--- config.mk ---
export PLATFORM = sky130hd
export DESIGN_NAME = windowed_adc_average_calibrate_unit
export DESIGN_NICKNAME = d
export VERILOG_FILES = /design/src/rtl/wacal_pkg.sv /design/src/rtl/wacal_window.sv /design/src/rtl/wacal_div.sv /design/src/rtl/windowed_adc_average_calibrate_unit.sv
export SDC_FILE = /design/constraint.sdc
export NUM_CORES = 2
export LEC_CHECK = 0
export CORE_MARGIN = 5
export CORE_UTILIZATION = 35
export CTS_CLUSTER_SIZE = 10
export DETAILED_ROUTE_END_ITERATION = 8
export DONT_BUFFER_PORTS = 1
export GPL_TIMING_DRIVEN = 0
export PLACE_DENSITY = 0.56
export SYNTH_ARGS = -nofsm -noshare
export SYNTH_HDL_FRONTEND = slang
export SYNTH_HIERARCHICAL = 1
export SYNTH_SLANG_ARGS = --single-unit
--- constraint.sdc ---
create_clock -name clk -period 13.3 [get_ports clk]
set_clock_uncertainty 0.15 [all_clocks]
set_input_delay 1.33 -clock clk [delete_from_list [all_inputs] [get_ports clk]]
set_output_delay 1.33 -clock clk [all_outputs]
set_load 0.02 [all_outputs]
--- src/rtl/wacal_pkg.sv ---
// ============================================================================
// Windowed ADC average and calibration package
// Shared widths, register indexes, state encoding and link types.
// ============================================================================
`timescale 1ns / 1ps
`default_nettype none

package wacal_pkg;

    localparam int DATA_W    = 16;
    localparam int DIV_W     = 32;
    localparam int DIV_CNT_W = 5;
    localparam int CFG_IDX_W = 3;

    localparam logic [CFG_IDX_W-1:0] CFG_LOW_RAW  = 3'd0;
    localparam logic [CFG_IDX_W-1:0] CFG_LOW_OUT  = 3'd1;
    localparam logic [CFG_IDX_W-1:0] CFG_HIGH_RAW = 3'd2;
    localparam logic [CFG_IDX_W-1:0] CFG_HIGH_OUT = 3'd3;
    localparam logic [CFG_IDX_W-1:0] CFG_CLAMP    = 3'd4;

    localparam logic [DATA_W-1:0] DATA_MAX = 16'hFFFF;

    typedef enum logic [2:0] {
        S_IDLE,
        S_WALK,
        S_AVG,
        S_MAP,
        S_CAL,
        S_CDIV,
        S_DONE
    } state_t;

    typedef struct packed {
        logic              done;
        logic              filled;
        logic [DATA_W-1:0] min;
        logic [DATA_W-1:0] max;
    } win_stat_t;

    typedef struct packed {
        logic              start;
        logic [DIV_W-1:0]  dividend;
        logic [DATA_W-1:0] divisor;
    } div_req_t;

    typedef struct packed {
        logic             done;
        logic [DIV_W-1:0] quotient;
    } div_rsp_t;

endpackage

`default_nettype wire

--- src/rtl/wacal_window.sv ---
// ============================================================================
// Window store and walk
// Ring memory of samples; a walk over all entries gives sum, minimum, maximum.
// ============================================================================
`timescale 1ns / 1ps
`default_nettype none

module wacal_window
    import wacal_pkg::*;
#(
    parameter int WINDOW_SIZE = 16
)(
    input  logic                                    clk,
    input  logic                                    rst_n,
    input  logic                                    start,
    input  logic [DATA_W-1:0]                       sample,
    output logic [$clog2(WINDOW_SIZE)+DATA_W-1:0]   sum,
    output win_stat_t                               stat
);

    localparam int AW = $clog2(WINDOW_SIZE);
    localparam int SW = AW + DATA_W;
    localparam logic [AW-1:0] LAST = AW'(WINDOW_SIZE - 1);

    logic [DATA_W-1:0] mem [WINDOW_SIZE];
    logic [DATA_W-1:0] rd_data_reg;

    logic [AW-1:0]     wptr_reg;
    logic              filled_reg;
    logic              busy_reg;
    logic [AW-1:0]     rd_idx_reg;
    logic              rd_vld_reg;
    logic              rd_ok_reg;
    logic              rd_last_reg;
    logic              done_reg;

    logic [SW-1:0]     sum_reg;
    logic [DATA_W-1:0] min_reg;
    logic [DATA_W-1:0] max_reg;
    logic [DATA_W-1:0] entry;

    // Entries not yet written since reset read as zero.
    assign entry = rd_ok_reg ? rd_data_reg : '0;

    always_ff @(posedge clk)
    begin
        if (start)
        begin
            mem[wptr_reg] <= sample;
        end
        rd_data_reg <= mem[rd_idx_reg];
    end

    always_ff @(posedge clk or negedge rst_n)
    begin
        if (!rst_n)
        begin
            wptr_reg    <= '0;
            filled_reg  <= 1'b0;
            busy_reg    <= 1'b0;
            rd_idx_reg  <= '0;
            rd_vld_reg  <= 1'b0;
            rd_ok_reg   <= 1'b0;
            rd_last_reg <= 1'b0;
            done_reg    <= 1'b0;
        end
        else
        begin
            rd_vld_reg  <= busy_reg;
            rd_ok_reg   <= filled_reg || (rd_idx_reg < wptr_reg);
            rd_last_reg <= busy_reg && (rd_idx_reg == LAST);
            done_reg    <= rd_vld_reg && rd_last_reg;
            if (start)
            begin
                if (wptr_reg == LAST)
                begin
                    wptr_reg   <= '0;
                    filled_reg <= 1'b1;
                end
                else
                begin
                    wptr_reg <= wptr_reg + 1'b1;
                end
                busy_reg   <= 1'b1;
                rd_idx_reg <= '0;
            end
            else if (busy_reg)
            begin
                if (rd_idx_reg == LAST)
                begin
                    busy_reg <= 1'b0;
                end
                else
                begin
                    rd_idx_reg <= rd_idx_reg + 1'b1;
                end
            end
        end
    end

    always_ff @(posedge clk)
    begin
        if (start)
        begin
            sum_reg <= '0;
            min_reg <= DATA_MAX;
            max_reg <= '0;
        end
        else if (rd_vld_reg)
        begin
            sum_reg <= sum_reg + SW'(entry);
            if (entry < min_reg)
            begin
                min_reg <= entry;
            end
            if (entry > max_reg)
            begin
                max_reg <= entry;
            end
        end
    end

    assign sum         = sum_reg;
    assign stat.done   = done_reg;
    assign stat.filled = filled_reg;
    assign stat.min    = min_reg;
    assign stat.max    = max_reg;

endmodule

`default_nettype wire

--- src/rtl/wacal_div.sv ---
// ============================================================================
// Iterative unsigned divider
// Restoring division, one quotient bit per cycle.
// ============================================================================
`timescale 1ns / 1ps
`default_nettype none

module wacal_div
    import wacal_pkg::*;
(
    input  logic     clk,
    input  logic     rst_n,
    input  div_req_t req,
    output div_rsp_t rsp
);

    logic [DIV_W-1:0]     quo_reg;
    logic [DATA_W-1:0]    rem_reg;
    logic [DATA_W-1:0]    dsr_reg;
    logic [DIV_CNT_W-1:0] cnt_reg;
    logic                 busy_reg;
    logic                 done_reg;

    logic [DATA_W:0]      shifted;
    logic [DATA_W+1:0]    diff;

    assign shifted = {rem_reg, quo_reg[DIV_W-1]};
    assign diff    = {1'b0, shifted} - {2'b00, dsr_reg};

    always_ff @(posedge clk or negedge rst_n)
    begin
        if (!rst_n)
        begin
            busy_reg <= 1'b0;
            done_reg <= 1'b0;
            cnt_reg  <= '0;
        end
        else
        begin
            done_reg <= 1'b0;
            if (req.start)
            begin
                busy_reg <= 1'b1;
                cnt_reg  <= '0;
            end
            else if (busy_reg)
            begin
                cnt_reg <= cnt_reg + 1'b1;
                if (cnt_reg == DIV_CNT_W'(DIV_W - 1))
                begin
                    busy_reg <= 1'b0;
                    done_reg <= 1'b1;
                end
            end
        end
    end

    always_ff @(posedge clk)
    begin
        if (req.start)
        begin
            quo_reg <= req.dividend;
            rem_reg <= '0;
            dsr_reg <= req.divisor;
        end
        else if (busy_reg)
        begin
            if (!diff[DATA_W+1])
            begin
                rem_reg <= diff[DATA_W-1:0];
                quo_reg <= {quo_reg[DIV_W-2:0], 1'b1};
            end
            else
            begin
                rem_reg <= shifted[DATA_W-1:0];
                quo_reg <= {quo_reg[DIV_W-2:0], 1'b0};
            end
        end
    end

    assign rsp.done     = done_reg;
    assign rsp.quotient = quo_reg;

endmodule

`default_nettype wire

--- src/rtl/windowed_adc_average_calibrate_unit.sv ---
// ============================================================================
// Windowed ADC average and calibration unit
// Moving average, window minimum and maximum, and linear calibration.
// ============================================================================
// Samples arrive on the sample channel and results leave on the result
// channel, both with valid/ready handshakes. Each sample transfer is
// written into a ring memory of WINDOW_SIZE entries and produces exactly
// one result transfer carrying average, window_min, window_max and
// calibrated. The five calibration registers are written through the
// cfg_we/cfg_index/cfg_data port; they must be written only while the unit
// is idle, which the unit itself does not enforce. One sample is processed
// at a time. The memory is walked entry by entry, the window average is a
// multiplication by a reciprocal, and the calibration divider produces one
// quotient bit per cycle. Before the window has filled the averaging step
// is skipped, and with a zero raw span the divider is skipped. The next
// sample is taken once a result is loaded into the output register.
// Reset clears the pointer and fill flag, so unwritten entries read as zero,
// and loads the registers with their reset values. A finished result waits
// in the output register while the receiver stalls; a new sample may be
// taken meanwhile, but the next result waits for the output register.
// ============================================================================
`timescale 1ns / 1ps
`default_nettype none

module windowed_adc_average_calibrate_unit
    import wacal_pkg::*;
#(
    parameter int WINDOW_SIZE = 16
)(
    input  logic                 clk,
    input  logic                 rst_n,
    input  logic                 cfg_we,
    input  logic [CFG_IDX_W-1:0] cfg_index,
    input  logic [DATA_W-1:0]    cfg_data,
    input  logic                 sample_valid,
    output logic                 sample_ready,
    input  logic [DATA_W-1:0]    sample,
    output logic                 result_valid,
    input  logic                 result_ready,
    output logic [DATA_W-1:0]    average,
    output logic [DATA_W-1:0]    window_min,
    output logic [DATA_W-1:0]    window_max,
    output logic [DATA_W-1:0]    calibrated
);

    localparam int AW  = $clog2(WINDOW_SIZE);
    localparam int SW  = AW + DATA_W;
    localparam int RSH = SW + AW;
    localparam int PW  = 2*DATA_W + 2;

    // The window sum is divided by WINDOW_SIZE through a multiplication by
    // its rounded-up reciprocal, which is exact over the whole sum range.
    localparam logic [SW:0] RECIP =
        (SW+1)'(((64'd1 << RSH) + 64'(WINDOW_SIZE) - 64'd1) / 64'(WINDOW_SIZE));

    state_t               state_reg, state_next;

    logic [DATA_W-1:0]    low_raw_reg;
    logic [DATA_W-1:0]    low_out_reg;
    logic [DATA_W-1:0]    high_raw_reg;
    logic [DATA_W-1:0]    high_out_reg;
    logic                 clamp_reg;

    logic [DATA_W-1:0]    sample_reg, sample_next;
    logic [DATA_W-1:0]    min_reg, min_next;
    logic [DATA_W-1:0]    max_reg, max_next;
    logic [DATA_W-1:0]    avg_reg, avg_next;
    logic signed [PW-1:0] prod_reg, prod_next;
    logic                 neg_reg, neg_next;
    logic [DATA_W-1:0]    cal_reg, cal_next;

    logic                 result_valid_reg, result_valid_next;
    logic [DATA_W-1:0]    average_reg, average_next;
    logic [DATA_W-1:0]    wmin_reg, wmin_next;
    logic [DATA_W-1:0]    wmax_reg, wmax_next;
    logic [DATA_W-1:0]    calibrated_reg, calibrated_next;

    logic                 win_start;
    logic [SW-1:0]        win_sum;
    win_stat_t            win_stat;
    div_req_t             div_req;
    div_rsp_t             div_rsp;

    logic [2*SW:0]            avg_prod;
    logic [DATA_W-1:0]        x_clamped;
    logic signed [DATA_W:0]   x_diff;
    logic signed [DATA_W:0]   rise;
    logic signed [DATA_W:0]   run;
    logic [DATA_W:0]          run_neg;
    logic [DATA_W-1:0]        run_mag;
    logic [PW-1:0]            prod_neg;
    logic [DIV_W-1:0]         prod_mag;
    logic [DATA_W-1:0]        q_low;
    logic [DATA_W-1:0]        q_signed;

    wacal_window #(
        .WINDOW_SIZE (WINDOW_SIZE)
    ) u_window (
        .clk    (clk),
        .rst_n  (rst_n),
        .start  (win_start),
        .sample (sample),
        .sum    (win_sum),
        .stat   (win_stat)
    );

    wacal_div u_div (
        .clk   (clk),
        .rst_n (rst_n),
        .req   (div_req),
        .rsp   (div_rsp)
    );

    always_comb
    begin
        x_clamped = avg_reg;
        if (clamp_reg)
        begin
            if (avg_reg < low_raw_reg)
            begin
                x_clamped = low_raw_reg;
            end
            else if (avg_reg > high_raw_reg)
            begin
                x_clamped = high_raw_reg;
            end
        end
    end

    assign avg_prod = (2*SW+1)'(win_sum) * (2*SW+1)'(RECIP);
    assign x_diff   = $signed({1'b0, x_clamped}) - $signed({1'b0, low_raw_reg});
    assign rise     = $signed({1'b0, high_out_reg}) - $signed({1'b0, low_out_reg});
    assign run      = $signed({1'b0, high_raw_reg}) - $signed({1'b0, low_raw_reg});
    assign run_neg  = -run;
    assign run_mag  = run[DATA_W] ? run_neg[DATA_W-1:0] : run[DATA_W-1:0];
    assign prod_neg = -prod_reg;
    assign prod_mag = prod_reg[PW-1] ? prod_neg[DIV_W-1:0] : prod_reg[DIV_W-1:0];
    assign q_low    = div_rsp.quotient[DATA_W-1:0];
    assign q_signed = neg_reg ? (~q_low + 1'b1) : q_low;

    always_comb
    begin
        state_next        = state_reg;
        sample_next       = sample_reg;
        min_next          = min_reg;
        max_next          = max_reg;
        avg_next          = avg_reg;
        prod_next         = prod_reg;
        neg_next          = neg_reg;
        cal_next          = cal_reg;
        result_valid_next = result_valid_reg && !result_ready;
        average_next      = average_reg;
        wmin_next         = wmin_reg;
        wmax_next         = wmax_reg;
        calibrated_next   = calibrated_reg;
        win_start         = 1'b0;
        div_req.start     = 1'b0;
        div_req.dividend  = prod_mag;
        div_req.divisor   = run_mag;
        sample_ready      = (state_reg == S_IDLE);

        case (state_reg)
            S_IDLE:
            begin
                if (sample_valid)
                begin
                    win_start   = 1'b1;
                    sample_next = sample;
                    state_next  = S_WALK;
                end
            end
            S_WALK:
            begin
                if (win_stat.done)
                begin
                    min_next = win_stat.min;
                    max_next = win_stat.max;
                    if (win_stat.filled)
                    begin
                        state_next = S_AVG;
                    end
                    else
                    begin
                        avg_next   = sample_reg;
                        state_next = S_MAP;
                    end
                end
            end
            S_AVG:
            begin
                avg_next   = avg_prod[RSH +: DATA_W];
                state_next = S_MAP;
            end
            S_MAP:
            begin
                prod_next  = PW'(x_diff) * PW'(rise);
                state_next = S_CAL;
            end
            S_CAL:
            begin
                if (run == '0)
                begin
                    cal_next   = low_out_reg;
                    state_next = S_DONE;
                end
                else
                begin
                    div_req.start = 1'b1;
                    neg_next      = prod_reg[PW-1] ^ run[DATA_W];
                    state_next    = S_CDIV;
                end
            end
            S_CDIV:
            begin
                if (div_rsp.done)
                begin
                    cal_next   = q_signed + low_out_reg;
                    state_next = S_DONE;
                end
            end
            S_DONE:
            begin
                if (!result_valid_reg || result_ready)
                begin
                    result_valid_next = 1'b1;
                    average_next      = avg_reg;
                    wmin_next         = min_reg;
                    wmax_next         = max_reg;
                    calibrated_next   = cal_reg;
                    state_next        = S_IDLE;
                end
            end
            default:
            begin
                state_next = S_IDLE;
            end
        endcase
    end

    always_ff @(posedge clk or negedge rst_n)
    begin
        if (!rst_n)
        begin
            state_reg        <= S_IDLE;
            result_valid_reg <= 1'b0;
            low_raw_reg      <= '0;
            low_out_reg      <= '0;
            high_raw_reg     <= DATA_MAX;
            high_out_reg     <= DATA_MAX;
            clamp_reg        <= 1'b0;
        end
        else
        begin
            state_reg        <= state_next;
            result_valid_reg <= result_valid_next;
            if (cfg_we)
            begin
                case (cfg_index)
                    CFG_LOW_RAW:  low_raw_reg  <= cfg_data;
                    CFG_LOW_OUT:  low_out_reg  <= cfg_data;
                    CFG_HIGH_RAW: high_raw_reg <= cfg_data;
                    CFG_HIGH_OUT: high_out_reg <= cfg_data;
                    CFG_CLAMP:    clamp_reg    <= cfg_data[0];
                    default:      ;
                endcase
            end
        end
    end

    always_ff @(posedge clk)
    begin
        sample_reg     <= sample_next;
        min_reg        <= min_next;
        max_reg        <= max_next;
        avg_reg        <= avg_next;
        prod_reg       <= prod_next;
        neg_reg        <= neg_next;
        cal_reg        <= cal_next;
        average_reg    <= average_next;
        wmin_reg       <= wmin_next;
        wmax_reg       <= wmax_next;
        calibrated_reg <= calibrated_next;
    end

    assign result_valid = result_valid_reg;
    assign average      = average_reg;
    assign window_min   = wmin_reg;
    assign window_max   = wmax_reg;
    assign calibrated   = calibrated_reg;

endmodule

`default_nettype wire

==> flow_summary.json <==
{
  "post_dp_cell_area_mm2": 0.04537,
  "maxSlewHeadroom_pct": 2.097,
  "start_kind": "register",
  "period_minus_slack_ps": 12530,
  "synth-main-ff-cell": "edfxtp_1",
  "stdcell_count": 5541,
  "vias": 28790,
  "io_buffer_count": 0,
  "fin_nets": 4436,
  "syn_inst": 3762,
  "gp_congestion": 0.8912,
  "ys_seq_elements": 656,
  "cts-htree-levels": 3,
  "crit_required_ps": 13460,
  "core-area_mm2": 0.1222,
  "final_common_cell": "edfxtp_1",
  "ant_nets": 0,
  "fmax_mhz": 79.82,
  "grt_pass1_wl_mm": 179.4,
  "vias_per_cell": 5.196,
  "ys_seq_area_share_pct": 42.77,
  "async_flop_share_pct": 13.72,
  "yosys_warnings": 6,
  "final_layout_size_suffix_gt1_share_pct": 10.18,
  "drc": 0,
  "cp-end-kind": "register",
  "grt_pass1_vias": 29730,
  "die_area_mm2": 0.1304,
  "finalSetupTns_ps": 0,
  "pre_cts_ws_ps": -132.8,
  "drtIter0Drc": 2334,
  "cts_setup_buffers": 0,
  "cts.sinks": 656,
  "cts_tree": "built",
  "cp_max_fo": 10,
  "fill_cells": 11650,
  "slowest_stage": "fa_2",
  "worst_pin_slew_ps": 1458,
  "finalSetupViolCount": 0,
  "min_path_type": "in -> async",
  "most-common-layout-cells": "edfxtp_1 (482), inv_1 (478), nand2_1 (309)",
  "synth.avg_cell_area_um2": 11.47,
  "drt-pass1-iter-count": 7,
  "syn_nets": 4339,
  "grt_max_degree": 91,
  "cts_buffers": 77,
  "path_clk_slew_ps": 60,
  "critical_path_class": "reg -> reg",
  "min_period_over_period_pct": 94.20,
  "synth-edff-count": 482,
  "insertion_delay_ps": 680,
  "setup_ws_ps": 771.7,
  "dieHeight_um": 361.1,
  "cap_violations": 0,
  "dpl.cell_count": 5400,
  "largest_reg_flops": 256,
  "antenna_found_initial": 7,
  "final_area_mm2": 0.04782,
  "status": "completed",
  "cp_common_cell": "fa_1",
  "std_cell_rows": 128,
  "finalMaxSlewViolations": 0,
  "finalHoldViolations": 0,
  "die_w_um": 361.1,
  "synth_cell_type_count": 107,
  "cts_buffer_depth": 3,
  "cts_root_buf": "clkbuf_16",
  "critPathMaxStageDelay_ps": 730,
  "arrival_ps": 12690,
  "hold_buffers": 0,
  "overflow": 0,
  "routed_wl_mm": 116.3,
  "ios": 106,
  "synth_area_mm2": 0.04314,
  "initial_core_util_pct": 35.30,
  "track_usage_pct": 17.79,
  "wl_per_cell_um": 20.99,
  "post-dp-hpwl_mm": 88.54,
  "area_delta_synth_final_pct": 10.85,
  "rsz0062_at_grt": "false"
}
cells in the mapped netlist (all sizes together) (32+ instances only):
master | count | area, um2
dfrtp | 58 | 1451
and2 | 60 | 377.9
o21ai | 184 | 928.4
o31ai | 32 | 267.8
mux4 | 80 | 1802
mux2 | 75 | 848.3
xor2 | 50 | 437.9
inv | 478 | 1794
a21o | 42 | 315.3
nand3 | 62 | 310.3
o211ai | 36 | 294.0
a21oi | 115 | 583.1
nor2 | 274 | 1031
and3 | 34 | 212.7
edfxtp | 482 | 14470
fa | 301 | 6026
clkbuf | 110 | 412.9
dfstp | 32 | 840.8
nand2 | 312 | 1179
dfxtp | 84 | 1682
nor3 | 45 | 230.2
ha | 236 | 2953
xnor2 | 144 | 1261
path summary, 6_finish.rpt:
check	endpoint	slack, ps	cells past startpoint	startpoint
setup / recovery	prod_reg[33]	770	40	avg_reg[5]
hold / removal	u_window/done_reg	230	0	rst_n
setup reg to reg	prod_reg[33]	770	40	avg_reg[5]
hold reg to reg	window_min[11]	240	0	min_reg[11]
max in group asynchronous	high_out_reg[2]	12400	0	rst_n
min in group clk	window_min[11]	240	0	min_reg[11]
routing by layer:
| layer | vias to the layer above | GRT usage [%] | routed length (um) |
|---|---|---|---|
| li1 | 13340 | - | - |
| met1 | 14540 | 23.77 | 49620 |
| met2 | 772 | 29.74 | 55700 |
| met3 | 133 | 4.085 | 8803 |
| met4 | 0 | 3.847 | 2183 |
| met5 | - | 0 | 0 |
worst max-delay path: cells and delay by family (launching register included):
kind / cells / cell delay, ps
flip-flops: 1 / 520
adder cells (fa/ha/maj): 9 / 4580
AO/OA/AOI/OAI: 20 / 4310
XOR/XNOR: 1 / 620
buffers and inverters: 6 / 1180
AND/OR/NAND/NOR: 4 / 780
kinds of logic (layout without fill, tap and decap cells):
| group | after synthesis | count (layout) | share of synthesized area (%) |
|---|---|---|---|
| other | 0 | 5 | 0 |
| AOI/OAI and AO/OA | 600 | 600 | 9.433 |
| muxes | 168 | 168 | 6.445 |
| DFF | 656 | 656 | 42.77 |
| xor gates and xnor gates | 194 | 194 | 3.939 |
| adders and majority gates | 541 | 541 | 20.91 |
| and+or+nand+nor | 989 | 989 | 11.00 |
| buffers and inverters | 614 | 763 | 5.505 |
per-stage QoR:
stage | hold WS [ps] | util [%]
final | 225.9 | 39.13
after global routing | 176.1 | 39.12
after CTS | 165.9 | 39.05
after detailed placement | 255.4 | 37.13
after global placement | 250.7 | 36.96
after floorplan | 250.3 | -
cell type report:
class	instances	area, um2	share of cell area (%)
diodes	5	12.51	0.02617
plain buffers	136	584.3	1.222
clock buffers	121	2123	4.440
clock inverters	10	217.7	0.4553
inverters	478	1794	3.752
multi-input cells	2492	22410	46.86
flip-flops and latches	656	18450	38.58
well taps	1625	2033	4.252
repair buffers	18	197.7	0.4134
what timing repair did:
action	4_1_cts	5_1_grt
pin swaps	0	0
gates resized for setup	1	10
setup endpoints to repair	1	3
Power is not shown: default switching activity piles up to over one toggle a cycle in this logic, so the estimate is an artifact.
